<file path="config.mk">
export PLATFORM = sky130hd
export DESIGN_NAME = morse_code_keyer
export DESIGN_NICKNAME = d
export VERILOG_FILES = /design/src/sv/mck_pkg.sv /design/src/sv/mck_regs.sv /design/src/sv/mck_dp.sv /design/src/sv/mck_ctrl.sv /design/src/sv/morse_code_keyer.sv
export VERILOG_INCLUDE_DIRS = /design/src /design/src/sv
export SDC_FILE = /design/constraint.sdc
export NUM_CORES = 1
export LEC_CHECK = 0
export BUFFER_PORTS_ARGS = -buffer_cell sky130_fd_sc_hd__buf_2
export CAP_MARGIN = 20
export CORE_MARGIN = 2
export CORE_UTILIZATION = 56
export CTS_CLUSTER_SIZE = 10
export DETAILED_ROUTE_END_ITERATION = 12
export PLACE_DENSITY = 0.88
export SYNTH_ARGS = -nofsm -noshare
export SYNTH_HDL_FRONTEND = slang
export SYNTH_SLANG_ARGS = --single-unit
export TNS_END_PERCENT = 1
</file>
<file path="constraint.sdc">
create_clock -name clk_i -period 5.8 [get_ports clk_i]
set_input_delay 1.16 -clock clk_i [delete_from_list [all_inputs] [get_ports clk_i]]
set_output_delay 1.16 -clock clk_i [all_outputs]
set_load 0.005 [all_outputs]
</file>
<file path="src/sv/morse_code_keyer_macros.svh">
// Assertion shorthands shared by the keyer modules.
// Each macro expects clk_i and rst_ni in the scope where it is used.
`ifndef MORSE_CODE_KEYER_MACROS_SVH
`define MORSE_CODE_KEYER_MACROS_SVH

// Same-cycle implication, checked out of reset.
`define MCK_ASSERT_IMP(label, ante, cons, msg) \
  label: assert property (@(posedge clk_i) disable iff (!rst_ni) (ante) |-> (cons)) \
    else $error(msg);

// Next-cycle implication, checked out of reset.
`define MCK_ASSERT_NXT(label, ante, cons, msg) \
  label: assert property (@(posedge clk_i) disable iff (!rst_ni) (ante) |=> (cons)) \
    else $error(msg);

`endif

</file>
<file path="src/sv/mck_pkg.sv">
package mck_pkg;

  // Longest code that is keyed; longer codes are cut to this many elements.
  localparam int MAX_ELEMENTS = 7;
  localparam int IDX_W        = $clog2(MAX_ELEMENTS);
  localparam int LEN_W        = $clog2(MAX_ELEMENTS + 1);

  // Segment lengths in time units.
  localparam logic [2:0] UNITS_DIT      = 3'd1;
  localparam logic [2:0] UNITS_DAH      = 3'd3;
  localparam logic [2:0] UNITS_ELEM_GAP = 3'd1;
  localparam logic [2:0] UNITS_CHAR_GAP = 3'd3;
  localparam logic [2:0] UNITS_WORD_GAP = 3'd7;

  // Characters with special handling.
  localparam logic [7:0] CHAR_SPACE   = 8'h20;
  localparam logic [7:0] CHAR_UPPER_A = 8'h41;
  localparam logic [7:0] CHAR_UPPER_Z = 8'h5A;
  localparam logic [7:0] CASE_OFFSET  = 8'h20;

  // Register indexes on the configuration port.
  localparam logic [1:0] REG_MARK_PINS  = 2'd0;
  localparam logic [1:0] REG_SPACE_PINS = 2'd1;
  localparam logic [1:0] REG_UNIT_MS    = 2'd2;

  // Register reset values.
  localparam logic [7:0]  MARK_PINS_RST  = 8'd1;
  localparam logic [7:0]  SPACE_PINS_RST = 8'd0;
  localparam logic [15:0] UNIT_MS_RST    = 16'd100;

  typedef struct packed {
    logic [7:0]  mark_pins;
    logic [7:0]  space_pins;
    logic [15:0] unit_ms;
  } cfg_t;

  // Code table entry: element count and one bit per element (1 = dah),
  // first element in bit 0.
  typedef struct packed {
    logic [3:0] len;
    logic [7:0] dah;
  } morse_code_t;

  // Controller to datapath.
  typedef struct packed {
    logic       load;
    logic       emit;
    logic       mark;
    logic [2:0] units;
    logic       run_end;
    logic       advance;
  } mck_cmd_t;

  // Datapath to controller.
  typedef struct packed {
    logic is_space;
    logic known;
    logic elem_last;
    logic dah;
    logic final_char;
    logic out_free;
  } mck_status_t;

  typedef enum logic [2:0] {
    ST_IDLE,
    ST_DECODE,
    ST_MARK,
    ST_ELEM_GAP,
    ST_WORD_GAP,
    ST_CHAR_GAP
  } mck_state_e;

  // Fixed ITU table with the extra Latin-1 letters and punctuation.
  // A length of zero marks a character that has no code.
  function automatic morse_code_t mck_lookup(input logic [7:0] c);
    morse_code_t r;
    r = '0;
    case (c)
      8'h61: r = '{len: 4'd2, dah: 8'b00000010};
      8'hE4: r = '{len: 4'd4, dah: 8'b00001010};
      8'h62: r = '{len: 4'd4, dah: 8'b00000001};
      8'h63: r = '{len: 4'd4, dah: 8'b00000101};
      8'h64: r = '{len: 4'd3, dah: 8'b00000001};
      8'h65: r = '{len: 4'd1, dah: 8'b00000000};
      8'h66: r = '{len: 4'd4, dah: 8'b00000100};
      8'h67: r = '{len: 4'd3, dah: 8'b00000011};
      8'h68: r = '{len: 4'd4, dah: 8'b00000000};
      8'h69: r = '{len: 4'd2, dah: 8'b00000000};
      8'h6A: r = '{len: 4'd4, dah: 8'b00001110};
      8'h6B: r = '{len: 4'd3, dah: 8'b00000101};
      8'h6C: r = '{len: 4'd4, dah: 8'b00000010};
      8'h6D: r = '{len: 4'd2, dah: 8'b00000011};
      8'h6E: r = '{len: 4'd2, dah: 8'b00000001};
      8'h6F: r = '{len: 4'd3, dah: 8'b00000111};
      8'hF6: r = '{len: 4'd4, dah: 8'b00000111};
      8'h70: r = '{len: 4'd4, dah: 8'b00000110};
      8'h71: r = '{len: 4'd4, dah: 8'b00001011};
      8'h72: r = '{len: 4'd3, dah: 8'b00000010};
      8'h73: r = '{len: 4'd3, dah: 8'b00000000};
      8'h74: r = '{len: 4'd1, dah: 8'b00000001};
      8'h75: r = '{len: 4'd3, dah: 8'b00000100};
      8'hFC: r = '{len: 4'd4, dah: 8'b00001100};
      8'h76: r = '{len: 4'd4, dah: 8'b00001000};
      8'h77: r = '{len: 4'd3, dah: 8'b00000110};
      8'h78: r = '{len: 4'd4, dah: 8'b00001001};
      8'h79: r = '{len: 4'd4, dah: 8'b00001101};
      8'h7A: r = '{len: 4'd4, dah: 8'b00000011};
      8'h30: r = '{len: 4'd5, dah: 8'b00011111};
      8'h31: r = '{len: 4'd5, dah: 8'b00011110};
      8'h32: r = '{len: 4'd5, dah: 8'b00011100};
      8'h33: r = '{len: 4'd5, dah: 8'b00011000};
      8'h34: r = '{len: 4'd5, dah: 8'b00010000};
      8'h35: r = '{len: 4'd5, dah: 8'b00000000};
      8'h36: r = '{len: 4'd5, dah: 8'b00000001};
      8'h37: r = '{len: 4'd5, dah: 8'b00000011};
      8'h38: r = '{len: 4'd5, dah: 8'b00000111};
      8'h39: r = '{len: 4'd5, dah: 8'b00001111};
      8'h2C: r = '{len: 4'd6, dah: 8'b00110011};
      8'h21: r = '{len: 4'd6, dah: 8'b00110101};
      8'h3F: r = '{len: 4'd6, dah: 8'b00001100};
      8'h2E: r = '{len: 4'd6, dah: 8'b00101010};
      8'hE8: r = '{len: 4'd5, dah: 8'b00010010};
      8'hE9: r = '{len: 4'd5, dah: 8'b00000100};
      8'hDF: r = '{len: 4'd7, dah: 8'b00011000};
      8'h3A: r = '{len: 4'd6, dah: 8'b00000111};
      8'h3B: r = '{len: 4'd6, dah: 8'b00010101};
      8'h2D: r = '{len: 4'd6, dah: 8'b00100001};
      8'h5F: r = '{len: 4'd6, dah: 8'b00101100};
      8'h28: r = '{len: 4'd5, dah: 8'b00001101};
      8'h29: r = '{len: 4'd6, dah: 8'b00101101};
      8'h27: r = '{len: 4'd6, dah: 8'b00011110};
      8'h3D: r = '{len: 4'd5, dah: 8'b00010001};
      8'h2B: r = '{len: 4'd5, dah: 8'b00001010};
      8'h2F: r = '{len: 4'd5, dah: 8'b00001001};
      8'h40: r = '{len: 4'd6, dah: 8'b00010110};
      8'h22: r = '{len: 4'd6, dah: 8'b00010010};
      default: r = '0;
    endcase
    return r;
  endfunction

endpackage

</file>
<file path="src/sv/mck_regs.sv">
module mck_regs
  import mck_pkg::*;
(
  input  logic        clk_i,
  input  logic        rst_ni,
  input  logic        psel,
  input  logic        penable,
  input  logic        pwrite,
  input  logic [3:0]  paddr,
  input  logic [31:0] pwdata,
  output logic [31:0] prdata,
  output logic        pready,
  output cfg_t        cfg_o
);

  logic [7:0]  mark_pins_q;
  logic [7:0]  space_pins_q;
  logic [15:0] unit_ms_q;
  logic        wr_en;
  logic [1:0]  reg_idx;

  assign pready  = 1'b1;
  assign reg_idx = paddr[3:2];
  assign wr_en   = psel && penable && pwrite;

  // Register writes; an index beyond the list is dropped.
  always_ff @(posedge clk_i or negedge rst_ni) begin
    if (!rst_ni) begin
      mark_pins_q  <= MARK_PINS_RST;
      space_pins_q <= SPACE_PINS_RST;
      unit_ms_q    <= UNIT_MS_RST;
    end else if (wr_en) begin
      case (reg_idx)
        REG_MARK_PINS:  mark_pins_q  <= pwdata[7:0];
        REG_SPACE_PINS: space_pins_q <= pwdata[7:0];
        REG_UNIT_MS:    unit_ms_q    <= pwdata[15:0];
        default:        ;
      endcase
    end
  end

  // Read-back mux.
  always_comb begin
    case (reg_idx)
      REG_MARK_PINS:  prdata = {24'd0, mark_pins_q};
      REG_SPACE_PINS: prdata = {24'd0, space_pins_q};
      REG_UNIT_MS:    prdata = {16'd0, unit_ms_q};
      default:        prdata = 32'd0;
    endcase
  end

  assign cfg_o = '{mark_pins: mark_pins_q, space_pins: space_pins_q, unit_ms: unit_ms_q};

endmodule

</file>
<file path="src/sv/mck_dp.sv">
module mck_dp
  import mck_pkg::*;
(
  input  logic        clk_i,
  input  logic        rst_ni,
  input  logic [7:0]  char_code_i,
  input  logic        final_char_i,
  input  cfg_t        cfg_i,
  input  mck_cmd_t    cmd_i,
  output mck_status_t status_o,
  output logic        m_axis_tvalid_o,
  input  logic        m_axis_tready_i,
  // [7:0] pin_value, [8] is_mark, [11:9] length_units, [30:12] length_ms, [31] zero
  output logic [31:0] m_axis_tdata_o,
  output logic        m_axis_tlast_o
);

  `include "morse_code_keyer_macros.svh"

  // Character held for the run.
  logic [MAX_ELEMENTS-1:0] dah_q;
  logic [LEN_W-1:0]        len_q;
  logic [IDX_W-1:0]        idx_q;
  logic                    is_space_q;
  logic                    final_q;

  // Output register.
  logic        out_valid_q;
  logic [7:0]  pin_q;
  logic        mark_q;
  logic [2:0]  units_q;
  logic [18:0] ms_q;
  logic        run_end_q;

  logic [7:0]  folded;
  morse_code_t code;
  logic [LEN_W-1:0] code_len;

  // Fold ASCII upper case, look the character up and cut long codes.
  always_comb begin
    folded = char_code_i;
    if (char_code_i >= CHAR_UPPER_A && char_code_i <= CHAR_UPPER_Z) begin
      folded = char_code_i + CASE_OFFSET;
    end
    code = mck_lookup(folded);
    if (code.len > 4'(MAX_ELEMENTS)) begin
      code_len = LEN_W'(MAX_ELEMENTS);
    end else begin
      code_len = code.len[LEN_W-1:0];
    end
  end

  // Character registers and element index.
  always_ff @(posedge clk_i) begin
    if (cmd_i.load) begin
      dah_q      <= code.dah[MAX_ELEMENTS-1:0];
      len_q      <= code_len;
      idx_q      <= '0;
      is_space_q <= (folded == CHAR_SPACE);
      final_q    <= final_char_i;
    end else if (cmd_i.advance) begin
      idx_q <= idx_q + IDX_W'(1);
    end
  end

  // Output valid flag.
  always_ff @(posedge clk_i or negedge rst_ni) begin
    if (!rst_ni) begin
      out_valid_q <= 1'b0;
    end else if (cmd_i.emit) begin
      out_valid_q <= 1'b1;
    end else if (m_axis_tready_i) begin
      out_valid_q <= 1'b0;
    end
  end

  // Segment payload, length in milliseconds from a 3 by 16 bit product.
  always_ff @(posedge clk_i) begin
    if (cmd_i.emit) begin
      pin_q     <= cmd_i.mark ? cfg_i.mark_pins : cfg_i.space_pins;
      mark_q    <= cmd_i.mark;
      units_q   <= cmd_i.units;
      ms_q      <= 19'(cmd_i.units) * 19'(cfg_i.unit_ms);
      run_end_q <= cmd_i.run_end;
    end
  end

  assign status_o = '{
    is_space:   is_space_q,
    known:      (len_q != '0),
    elem_last:  ((LEN_W'(idx_q) + LEN_W'(1)) == len_q),
    dah:        dah_q[idx_q],
    final_char: final_q,
    out_free:   (!out_valid_q || m_axis_tready_i)
  };

  assign m_axis_tvalid_o = out_valid_q;
  assign m_axis_tdata_o  = {1'b0, ms_q, units_q, mark_q, pin_q};
  assign m_axis_tlast_o  = run_end_q;

  `MCK_ASSERT_IMP(a_emit_into_free, cmd_i.emit, status_o.out_free, "segment overwrote a held one")
  `MCK_ASSERT_NXT(a_emit_shows, cmd_i.emit, out_valid_q, "emitted segment not offered")
  `MCK_ASSERT_NXT(a_hold_stalled, out_valid_q && !m_axis_tready_i,
                  out_valid_q && $stable(m_axis_tdata_o), "stalled segment changed")

endmodule

</file>
<file path="src/sv/mck_ctrl.sv">
module mck_ctrl
  import mck_pkg::*;
(
  input  logic        clk_i,
  input  logic        rst_ni,
  input  logic        s_axis_tvalid_i,
  output logic        s_axis_tready_o,
  input  mck_status_t status_i,
  output mck_cmd_t    cmd_o
);

  `include "morse_code_keyer_macros.svh"

  mck_state_e state_q, state_d;

  // State register.
  always_ff @(posedge clk_i or negedge rst_ni) begin
    if (!rst_ni) begin
      state_q <= ST_IDLE;
    end else begin
      state_q <= state_d;
    end
  end

  // Next state and commands; a segment goes out only when the output slot is free.
  always_comb begin
    state_d         = state_q;
    cmd_o           = '0;
    s_axis_tready_o = 1'b0;
    case (state_q)
      ST_IDLE: begin
        s_axis_tready_o = 1'b1;
        if (s_axis_tvalid_i) begin
          cmd_o.load = 1'b1;
          state_d    = ST_DECODE;
        end
      end
      ST_DECODE: begin
        if (status_i.is_space) begin
          state_d = ST_WORD_GAP;
        end else if (status_i.known) begin
          state_d = ST_MARK;
        end else begin
          state_d = ST_IDLE;
        end
      end
      ST_MARK: begin
        if (status_i.out_free) begin
          cmd_o.emit    = 1'b1;
          cmd_o.mark    = 1'b1;
          cmd_o.units   = status_i.dah ? UNITS_DAH : UNITS_DIT;
          cmd_o.advance = 1'b1;
          if (status_i.elem_last) begin
            cmd_o.run_end = status_i.final_char;
            state_d       = status_i.final_char ? ST_IDLE : ST_CHAR_GAP;
          end else begin
            state_d = ST_ELEM_GAP;
          end
        end
      end
      ST_ELEM_GAP: begin
        if (status_i.out_free) begin
          cmd_o.emit  = 1'b1;
          cmd_o.units = UNITS_ELEM_GAP;
          state_d     = ST_MARK;
        end
      end
      ST_WORD_GAP: begin
        if (status_i.out_free) begin
          cmd_o.emit    = 1'b1;
          cmd_o.units   = UNITS_WORD_GAP;
          cmd_o.run_end = status_i.final_char;
          state_d       = status_i.final_char ? ST_IDLE : ST_CHAR_GAP;
        end
      end
      ST_CHAR_GAP: begin
        if (status_i.out_free) begin
          cmd_o.emit    = 1'b1;
          cmd_o.units   = UNITS_CHAR_GAP;
          cmd_o.run_end = 1'b1;
          state_d       = ST_IDLE;
        end
      end
      default: begin
        state_d = ST_IDLE;
      end
    endcase
  end

  `MCK_ASSERT_NXT(a_accept_decodes, s_axis_tvalid_i && s_axis_tready_o, state_q == ST_DECODE,
                  "accepted character not decoded")
  `MCK_ASSERT_NXT(a_mark_then_gap, state_q == ST_MARK && cmd_o.emit && !status_i.elem_last,
                  state_q == ST_ELEM_GAP, "no gap between elements")
  `MCK_ASSERT_IMP(a_end_leaves, cmd_o.emit && cmd_o.run_end, state_d == ST_IDLE,
                  "run ended but controller stays busy")

endmodule

</file>
<file path="src/sv/morse_code_keyer.sv">
// Channel      | Direction | Payload
// s_axis       | in        | tdata[7:0] char_code, tlast final_char
// m_axis       | out       | tdata pin_value/is_mark/length_units/length_ms, tlast run_end
// APB (psel..) | in/out    | mark_pins @0x0, space_pins @0x4, unit_ms @0x8
//
// A character is taken while the sequencer is idle and decoded in the next cycle, then
// its segments leave one per cycle while the output is free, from the single-issue
// sequencer in the controller. An unknown character is decoded and gives no segment.
// A stalled output holds the sequencer; no new character is taken until the
// run is issued. Reset is asynchronous and active low; registers return to
// mark_pins 1, space_pins 0, unit_ms 100.
module morse_code_keyer
  import mck_pkg::*;
(
  input  logic        clk_i,
  input  logic        rst_ni,
  input  logic        s_axis_tvalid_i,
  output logic        s_axis_tready_o,
  // [7:0] char_code
  input  logic [7:0]  s_axis_tdata_i,
  input  logic        s_axis_tlast_i,
  output logic        m_axis_tvalid_o,
  input  logic        m_axis_tready_i,
  // [7:0] pin_value, [8] is_mark, [11:9] length_units, [30:12] length_ms, [31] zero
  output logic [31:0] m_axis_tdata_o,
  output logic        m_axis_tlast_o,
  input  logic        psel,
  input  logic        penable,
  input  logic        pwrite,
  input  logic [3:0]  paddr,
  input  logic [31:0] pwdata,
  output logic [31:0] prdata,
  output logic        pready
);

  cfg_t        cfg;
  mck_cmd_t    cmd;
  mck_status_t status;

  // Configuration registers.
  mck_regs u_regs (
    .clk_i   (clk_i),
    .rst_ni  (rst_ni),
    .psel    (psel),
    .penable (penable),
    .pwrite  (pwrite),
    .paddr   (paddr),
    .pwdata  (pwdata),
    .prdata  (prdata),
    .pready  (pready),
    .cfg_o   (cfg)
  );

  // Segment sequencer.
  mck_ctrl u_ctrl (
    .clk_i           (clk_i),
    .rst_ni          (rst_ni),
    .s_axis_tvalid_i (s_axis_tvalid_i),
    .s_axis_tready_o (s_axis_tready_o),
    .status_i        (status),
    .cmd_o           (cmd)
  );

  // Code lookup, element index and output register.
  mck_dp u_dp (
    .clk_i           (clk_i),
    .rst_ni          (rst_ni),
    .char_code_i     (s_axis_tdata_i),
    .final_char_i    (s_axis_tlast_i),
    .cfg_i           (cfg),
    .cmd_i           (cmd),
    .status_o        (status),
    .m_axis_tvalid_o (m_axis_tvalid_o),
    .m_axis_tready_i (m_axis_tready_i),
    .m_axis_tdata_o  (m_axis_tdata_o),
    .m_axis_tlast_o  (m_axis_tlast_o)
  );

endmodule
</file>
==> results.toml, run 1 <==
[status]
status = "completed"

[critical_path]
critPathCaptureType = "register"
worstPathRequired_ps = 5920
reg2regPathDepth = 15
r2r-end = "u_dp.ms_q[14]$_DFFE_PP_"
worst_setup_path_start_kind = "primary input"
cp.arrival_ps = 4950
worstSetupPathType = "primary input to register"
ff2ff_setup_slack_ps = 1140
r2r-start = "u_dp.idx_q[0]$_SDFFE_PP0P_"
crit_fanout = 10

[worst_hold_path]
min_from = "u_dp.idx_q[1]$_SDFFE_PP0P_"
hold_class = "register to register"
hold_depth = 2
min_to = "u_dp.idx_q[1]$_SDFFE_PP0P_"

[cts]
cts_buffer_depth = 2
cts_buffers = 9
cts_tree = "done"
clk_latency_ps = 370
cts_resized = 0
clkTransAtPathRegs_ps = 90
clock-sinks = 82
postCtsHoldBufs = 0
clockRootBuffer = "clkbuf_8"
cts_setup_buffers = 0
htree_levels = 3

[routing]
vias = 5125
ant_nets = 0
remaining_drc_errors = 0
vias_per_cell = 5.966
drt_iter0_markers = 541
routedWlPerCell_microns = 16.75
wirelength_microns = 14390
drtPass1Iterations = 6

[timing]
maxSlewHeadroom = 0.4511
maxSlewViolCount = 0
fin_skew_ps = 16.85
fin_setup_tns_ps = 0
period_share = 0.8322
holdWs_ps = 526.9
finalHoldViolations = 0
fin_crit_ps = 4827
rsz0062_at_grt = "false"
worst_slew_pin_slew_ps = 823.4
max_freq_ghz = 0.2072
final-setup-viol-count = 0

[logic_synthesis]
syn_area_sq_um = 5992
synth-edff-count = 43
ys_types = 65
asyncSetResetFlopFracSynth = 0.4390
syn_inst = 648
seq_area_frac_synth = 0.3767
yosys_most_used_dff = "edfxtp_1"
synth.avg_cell_area_sq_um = 9.247
synth-seq-cells = 82
yosys_warnings = 0

[die]
fp.dieW_microns = 107.4
die_area_sq_um = 11540
io_pins = 120
die_h_microns = 107.4
initial_utilization = 0.5778
num_rows = 37
core_area_sq_um = 10370

[cells_and_area]
stdcell_count = 859
synthToLayoutAreaGrowth_pct = 10.46
layout_commonest_cell = "nand2_1"
drive_gt1_frac = 0.2144
antenna_cells = 0
multi_input_area_sq_um = 3373
nFillCells = 825
layout_common_cells = "nand2_1 (107), buf_2 (83), edfxtp_1 (43), inv_1 (39), nor2_1 (38)"
register_area_sq_um = 2257
layout.nets = 816

[global_routing]
grt_max_degree = 46
antenna_found_initial = 0
grt_pass1_vias = 4795
groute.usage.overall = 0.2520
grt_pass1_wl_microns = 23010
overflow = 0

[power]
leakagePower_nw = 2.957
p_per_area_nw_per_um2 = 384.5
sw_frac_of_total = 0.4006
intPower_mw = 1.525
power_frac_comb = 0.437
clockPowerShare = 0.152
p_sw_mw = 1.019
vdd_drop_max_mv = 0.1793
seq_power_share = 0.411

[placement]
gp_congestion = 0.8869
hpwlAfterDp_microns = 10340
io_buffers = 83
dp.cells = 838

[flow_run]
maxCapViolCount = 0
==> power by group through the flow <==
stage	registers, mW	clock network, mW	logic [mW]
floorplan	1.04	0	0.737
global placement	1.04	0	1.02
detailed placement	1.05	0	1.08
CTS	1.04	0.386	1.10
global route	1.07	0.416	1.23
finish	1.05	0.388	1.11
==> critical path: stages <==
cell      delay [ps]
buf_2            120
nor2b_1          530
a21oi_1          330
buf_4            260
and2_1           170
fa_1             450
ha_1             250
fa_1             450
a211oi_1         420
o211ai_1         160
nand2_1          200
o211ai_1         160
o211ai_1         160
xnor2_1          110
==> worst max-delay path by stage <==
stage | startpoint | end | slack, ps | cells after the start
after floorplan | m_axis_tready_i | u_dp.ms_q[17]$_DFFE_PP_ | 850 | 14
after global placement | m_axis_tready_i | u_dp.ms_q[17]$_DFFE_PP_ | 630 | 15
after detailed placement | m_axis_tready_i | u_dp.ms_q[17]$_DFFE_PP_ | 500 | 15
after CTS | m_axis_tready_i | u_dp.ms_q[17]$_DFFE_PP_ | 870 | 15
after global routing | m_axis_tready_i | u_dp.ms_q[14]$_DFFE_PP_ | 760 | 14
final | m_axis_tready_i | u_dp.ms_q[14]$_DFFE_PP_ | 970 | 14
==> cell families (layout without fill, tap and decap cells) <==
kind of cell | Yosys count | count (layout) | synth area share
AOI/OAI and AO/OA | 138 | 138 | 0.1522
other | 2 | 18 | 0.001253
xor gates and xnor gates | 22 | 22 | 0.03216
and+or+nand+nor | 224 | 224 | 0.1685
buffers and inverters | 90 | 149 | 0.07162
adders and majority gates | 46 | 46 | 0.1148
DFF | 82 | 82 | 0.3767
muxes | 44 | 44 | 0.08269
==> cell usage after synthesis, drive strengths merged, types with 3 or more instances <==
| cell | instances | area (sq um) |
|---|---|---|
| nand2 | 107 | 401.6 |
| edfxtp | 43 | 1291 |
| inv | 39 | 146.4 |
| nor2 | 39 | 146.4 |
| o21ai | 38 | 190.2 |
| a21oi | 35 | 175.2 |
| mux2 | 34 | 382.9 |
| dfrtp | 32 | 800.8 |
| ha | 31 | 387.9 |
| buf | 28 | 196.4 |
| clkbuf | 22 | 82.58 |
| and2 | 19 | 118.9 |
| fa | 15 | 300.3 |
| nand3 | 15 | 75.07 |
| nor3 | 15 | 75.07 |
| xnor2 | 15 | 131.4 |
| o211ai | 11 | 82.58 |
| mux2i | 9 | 90.09 |
| nor2b | 9 | 56.30 |
| a211oi | 8 | 60.06 |
| nand2b | 7 | 43.79 |
| xor2 | 7 | 61.31 |
| a31oi | 6 | 52.55 |
| dfstp | 4 | 105.1 |
| o22ai | 4 | 25.02 |
| a22oi | 3 | 22.52 |
| a311oi | 3 | 26.28 |
| dfxtp | 3 | 60.06 |
| o31a | 3 | 26.28 |
| o31ai | 3 | 22.52 |
| or3 | 3 | 18.77 |
==> flip-flops by register name, indices dropped and copies added (netlist names) <==
signal / cells
u_dp.ms_q: 19
u_dp.units_q: 3
u_dp.m_axis_tlast_o: 1
u_dp.idx_q: 3
u_dp.mark_q: 1
u_regs.mark_pins_q: 8
u_dp.final_q: 1
u_dp.m_axis_tvalid_o: 1
u_dp.dah_q: 6
u_dp.len_q: 3
u_regs.unit_ms_q: 16
u_regs.space_pins_q: 8
u_ctrl.state_q: 3
u_dp.is_space_q: 1
u_dp.pin_q: 8
==> stage by stage <==
stage            util  setup slack, ps  instance area, sq um  total power, mW
2_1_floorplan       -            853.6                  6052            1.773
3_3_place_gp   0.6175            633.9                  6404            2.056
3_5_place_dp   0.6175            497.7                  6404            2.138
4_1_cts        0.6349            868.0                  6584            2.527
5_1_grt        0.6383            757.3                  6619            2.716
6_report       0.6383            973.3                  6619            2.545
==> per-layer routing <==
layer	track usage	share of wire
met3	0.04056	0.080
met2	0.4290	0.50
met5	0	0
met4	0.1007	0.028
met1	0.3216	0.40
==> cell type report <==
| class | instances | share of cell area |
|---|---|---|
| timing repair buffer | 93 | 0.07372 |
| inverter | 40 | 0.02268 |
| clock inverter | 6 | 0.006427 |
| tap | 136 | 0.02571 |
| sequential | 82 | 0.3410 |
| clock buffer | 10 | 0.02079 |
| multi-input combinational | 492 | 0.5096 |
(Power assumes the default switching activity.)
==> run 2, diff against run 1 <==
CORE_UTILIZATION = 51   (was 56)
PLACE_DENSITY = 0.85   (was 0.88)
clock period = 4.3 ns   (was 5.8 ns; I/O delays follow)
==> run 2 against run 1 <==
  * Sequential power is 33% higher
  * Critical path type is now register to register
  * Sequential cell count stayed put
  * Die area increased by 9.4%
  * Combinational power rose by 39%
  * Power is 47% higher
  * Setup slack got worse by 720 ps
  * Clock skew decreased by 5.6 ps
  * Critical endpoint is now u_dp.ms_q[17]$_DFFE_PP_
  * First-iteration DRC count fell by 34%
==> results.toml, run 2 (synthesis results as in run 1) <==
[critical_path]
worstPathRequired_ps = 4390
ff2ff_setup_slack_ps = 260
cp_num_buf_inv = 3
critPathTopFamily = "compound AO/OA/AOI/OAI gates"
worstSetupPathType = "register to register"
r2r-start = "u_dp.idx_q[0]$_SDFFE_PP0P_"
reg2regPathDepth = 16
r2r-end = "u_dp.ms_q[17]$_DFFE_PP_"
crit_slowest_cell = "mux4_2"
cp_cell_sequence = "mux4_2 -> mux2_2 -> nand3_1 -> a21oi_1 -> buf_4 -> nand2_1 -> fa_1 -> inv_1 -> ha_1 -> a21oi_1 -> o211ai_1 -> a2111oi_2 -> buf_4 -> o21ai_0 -> a21oi_1 -> xnor2_1"
cpPeakStageDelay_ps = 510
path_common_cell = "a21oi_1"
cp.arrival_ps = 4140
critPathCaptureType = "register"
crit_fanout = 8
worst_setup_path_start_kind = "register"

[cts]
clk_latency_ps = 340
cts_buffers = 9
cts_tree = "done"
clockRootBuffer = "clkbuf_16"
cts_setup_buffers = 0
htree_levels = 3
cts_buffer_depth = 2
cts_resized = 0
clkTransAtPathRegs_ps = 60
clock-sinks = 82
postCtsHoldBufs = 0

[timing]
fin_skew_ps = 11.25
rsz0062_at_grt = "true"
max_freq_ghz = 0.2473
fin_crit_ps = 4044
maxSlewViolCount = 0
period_share = 0.9406
holdWs_ps = 519.3
fin_ws_ps = 255.6
fin_setup_tns_ps = 0
finalHoldViolations = 0
maxSlewHeadroom = 0.4523
worst_slew_pin_slew_ps = 821.5
final-setup-viol-count = 0

[status]
status = "completed"

[cells_and_area]
drive_gt1_frac = 0.2288
largest_reg_flops = 19
largestRegisters = "u_dp.ms_q x19, u_regs.unit_ms_q x16"
synthToLayoutAreaGrowth_pct = 14.07
fin_util = 0.5986
layout.nets = 823
layout_common_cells = "nand2_1 (107), buf_2 (83), edfxtp_1 (43), inv_1 (39), nor2_1 (38)"
fin_area_sq_um = 6835
stdcell_count = 873
layout_commonest_cell = "nand2_1"
antenna_cells = 0
nFillCells = 937
top_register = "u_dp.ms_q"

[die]
die_area_sq_um = 12630
initial_utilization = 0.5248
fp.dieW_microns = 112.4
io_pins = 120
die_h_microns = 112.4
core_area_sq_um = 11420
num_rows = 39

[placement]
io_buffers = 83
dp.cells = 856
pre_cts_slack_ps = 99.89
hpwlAfterDp_microns = 10420
gp_congestion = 0.9447
placed_area_sq_um = 6506

[routing]
vias_per_cell = 5.877
wirelength_microns = 14530
ant_nets = 0
drtPass1Iterations = 5
vias = 5131
routedWlPerCell_microns = 16.64
remaining_drc_errors = 0
drt_iter0_markers = 358

[worst_hold_path]
hold_depth = 2
min_from = "u_dp.idx_q[1]$_SDFFE_PP0P_"
min_to = "u_dp.idx_q[1]$_SDFFE_PP0P_"
hold_class = "register to register"

[flow_run]
maxCapViolCount = 0

[power]
leakagePower_nw = 3.066
p_per_area_nw_per_um2 = 546.9
vdd_drop_max_mv = 0.3246
finalPower_mw = 3.738

[global_routing]
overflow = 0
grt_max_degree = 45
grt_pass1_wl_microns = 23630
antenna_found_initial = 0
groute.usage.overall = 0.2291
grt_pass1_vias = 4846
-- run 2: worst min-delay path, delay by kind of cell, from the launching register on --
family / cells / cell delay (ps)
flops: 1 / 340
compound gates: 1 / 60
simple gates: 1 / 70
-- run 2: layout make-up --
type                       count  area (sq um)  area share
clock inverter                 5         61.31    0.008969
sequential                    82          2258      0.3304
timing repair buffer         100         540.5     0.07908
tap                          143         178.9     0.02618
inverter                      40         150.1     0.02197
clock buffer                  11         252.7     0.03698
multi-input combinational    492          3393      0.4964
-- run 2: where the power goes --
part	total (mW)	switching (mW)	internal, mW	leakage, nW
Clock	0.795	0.311	0.484	0.156
Sequential	1.40	0.171	1.23	0.877
Combinational	1.54	0.910	0.628	2.03
Total	3.74	1.39	2.35	3.07
-- run 2: worst max-delay path by stage --
stage,from,to,cells past startpoint
CTS,u_dp.idx_q[0]$_SDFFE_PP0P_,u_dp.ms_q[17]$_DFFE_PP_,16
floorplan,m_axis_tready_i,u_dp.ms_q[17]$_DFFE_PP_,14
global placement,m_axis_tready_i,u_dp.ms_q[14]$_DFFE_PP_,14
global route,u_dp.idx_q[0]$_SDFFE_PP0P_,u_dp.ms_q[17]$_DFFE_PP_,16
finish,u_dp.idx_q[0]$_SDFFE_PP0P_,u_dp.ms_q[17]$_DFFE_PP_,16
detailed placement,m_axis_tready_i,u_dp.ms_q[14]$_DFFE_PP_,14
-- run 2: layer usage --
layer / up-vias / share of wire / global-route usage
met1: 2474 / 0.42 / 0.3094
met3: 33 / 0.067 / 0.02808
li1: 2387 / - / -
met5: - / 0 / 0
met2: 237 / 0.49 / 0.3851
met4: 0 / 0.021 / 0.07805
==> run 3, diff against run 2 <==
REMOVE_ABC_BUFFERS = 1   (was unset)
==> run 3 against run 2 <==
  * Global-route usage increased by 1.3 points
  * Combinational power hardly changed
  * Power grew 0.23%
  * Critical path depth shrank 2
  * Utilization barely moved
  * First-iteration DRC count decreased by 9.8%
  * Sequential cell count stayed put
  * Hold slack improved by 16 ps
  * Sequential share of layout area about the same
  * Critical path type unchanged
  * Largest power group unchanged
==> results.toml, run 3 (synthesis results as in run 1) <==
[status]
status = "completed"

[critical_path]
worstPathRequired_ps = 4380
r2r-start = "u_dp.idx_q[0]$_SDFFE_PP0P_"
worstSetupPathType = "register to register"
ff2ff_setup_slack_ps = 120
r2r-end = "u_dp.ms_q[16]$_DFFE_PP_"
crit_slowest_cell = "mux4_2"
critPathTopFamily = "adder cells"
cp_cell_sequence = "mux4_2 -> mux2_2 -> nand3_1 -> a21oi_2 -> buf_12 -> and2_1 -> fa_1 -> ha_1 -> fa_1 -> a211oi_1 -> o211ai_1 -> nand2_1 -> o21ai_0 -> xor2_1"
path_common_cell = "fa_1"
crit_fanout = 17
reg2regPathDepth = 14
cpPeakStageDelay_ps = 510
worst_setup_path_start_kind = "register"
cp.arrival_ps = 4260
critPathCaptureType = "register"
cp_num_buf_inv = 1

[global_routing]
groute.usage.overall = 0.2416
antenna_found_initial = 0
grt_pass1_vias = 5185
grt_pass1_wl_microns = 24500
grt_max_degree = 45
overflow = 0

[routing]
routedWlPerCell_microns = 17.03
wirelength_microns = 14830
drtPass1Iterations = 4
ant_nets = 0
remaining_drc_errors = 0
vias = 5077
drt_iter0_markers = 323
vias_per_cell = 5.829

[die]
die_area_sq_um = 12630
core_area_sq_um = 11420
fp.dieW_microns = 112.4
num_rows = 39
die_h_microns = 112.4
io_pins = 120
initial_utilization = 0.5248

[cts]
htree_levels = 3
clk_latency_ps = 340
clock-sinks = 82
cts_setup_buffers = 0
clkTransAtPathRegs_ps = 70
cts_tree = "done"
cts_buffers = 9
clockRootBuffer = "clkbuf_16"
cts_buffer_depth = 2

[timing]
fin_setup_tns_ps = 0
fin_skew_ps = 14.12
fin_ws_ps = 122.3
finalHoldViolations = 0
final-setup-viol-count = 0
max_freq_ghz = 0.2394
maxSlewViolCount = 0
maxSlewHeadroom = 0.4234
fin_crit_ps = 4178
worst_slew_pin_slew_ps = 864.9
period_share = 0.9716

[placement]
gp_congestion = 0.8941
io_buffers = 83
hpwlAfterDp_microns = 10670
pre_cts_slack_ps = 120.3
placed_area_sq_um = 6518
dp.cells = 855

[power]
leakagePower_nw = 3.050
finalPower_mw = 3.746
p_per_area_nw_per_um2 = 548.5
vdd_drop_max_mv = 0.3164

[cells_and_area]
antenna_cells = 0
stdcell_count = 871
synthToLayoutAreaGrowth_pct = 13.99
largest_reg_flops = 19
multi_input_area_sq_um = 3388
register_area_sq_um = 2257
largestRegisters = "u_dp.ms_q x19, u_regs.unit_ms_q x16"
layout.nets = 821
drive_gt1_frac = 0.2239
nFillCells = 916
fin_area_sq_um = 6830
top_register = "u_dp.ms_q"
layout_common_cells = "nand2_1 (107), buf_2 (83), edfxtp_1 (43), inv_1 (39), nor2_1 (38)"
layout_commonest_cell = "nand2_1"

[flow_run]
maxCapViolCount = 0

[worst_hold_path]
min_to = "u_dp.idx_q[1]$_SDFFE_PP0P_"
min_from = "u_dp.idx_q[1]$_SDFFE_PP0P_"
hold_depth = 2
hold_class = "register to register"
## run 3: worst max path at each step
stage / endpoint / from / cells after the start / slack, ps
finish: u_dp.ms_q[16]$_DFFE_PP_ / u_dp.idx_q[0]$_SDFFE_PP0P_ / 14 / 120
floorplan: u_dp.ms_q[17]$_DFFE_PP_ / m_axis_tready_i / 12 / -450
global route: u_dp.ms_q[16]$_DFFE_PP_ / u_dp.idx_q[0]$_SDFFE_PP0P_ / 14 / -3
global placement: u_dp.ms_q[16]$_DFFE_PP_ / m_axis_tready_i / 13 / 240
detailed placement: u_dp.ms_q[16]$_DFFE_PP_ / m_axis_tready_i / 13 / 120
CTS: u_dp.ms_q[16]$_DFFE_PP_ / u_dp.idx_q[0]$_SDFFE_PP0P_ / 14 / 160
## run 3: report_power, final
part           switching, mW  total (mW)  internal, mW  leakage (nW)
clock                  0.312       0.777         0.465         0.145
sequential             0.177        1.41          1.23         0.876
combinational          0.913        1.56         0.647          2.03
## run 3: tightest hold or removal path: cells and delay by family, from the launching register on
kind / cells / cell delay [ps]
flops: 1 / 350
compound gates: 1 / 70
simple gates: 1 / 70
## run 3: layer usage
layer  up-vias  track usage  share of wire
met5         -            0              0
met4         0       0.1268          0.040
met3        49      0.04266          0.066
met2       251       0.4249           0.51
met1      2397       0.2821           0.39
li1       2380            -              -
## run 3: timing repair
action                                  in CTS  in global routing
hold buffers                                 0                  0
resized for setup                            0                  3
endpoints found under the setup margin       0                  4
## run 3: cell type report
class | instances | share of cell area
Multi-Input combinational cell | 492 | 0.4961
Sequential cell | 82 | 0.3305
Tap cell | 143 | 0.02620
Inverter | 40 | 0.02198
Clock buffer | 10 | 0.03499
Timing Repair Buffer | 98 | 0.08097
Clock inverter | 6 | 0.009342
## run 3: stage by stage
step                utilization  hold slack (ps)
floorplan                     -            470.8
global placement         0.5708            489.8
detailed placement       0.5708            524.7
CTS                      0.5973            533.5
global route             0.5982            554.8
finish                   0.5982            535.2
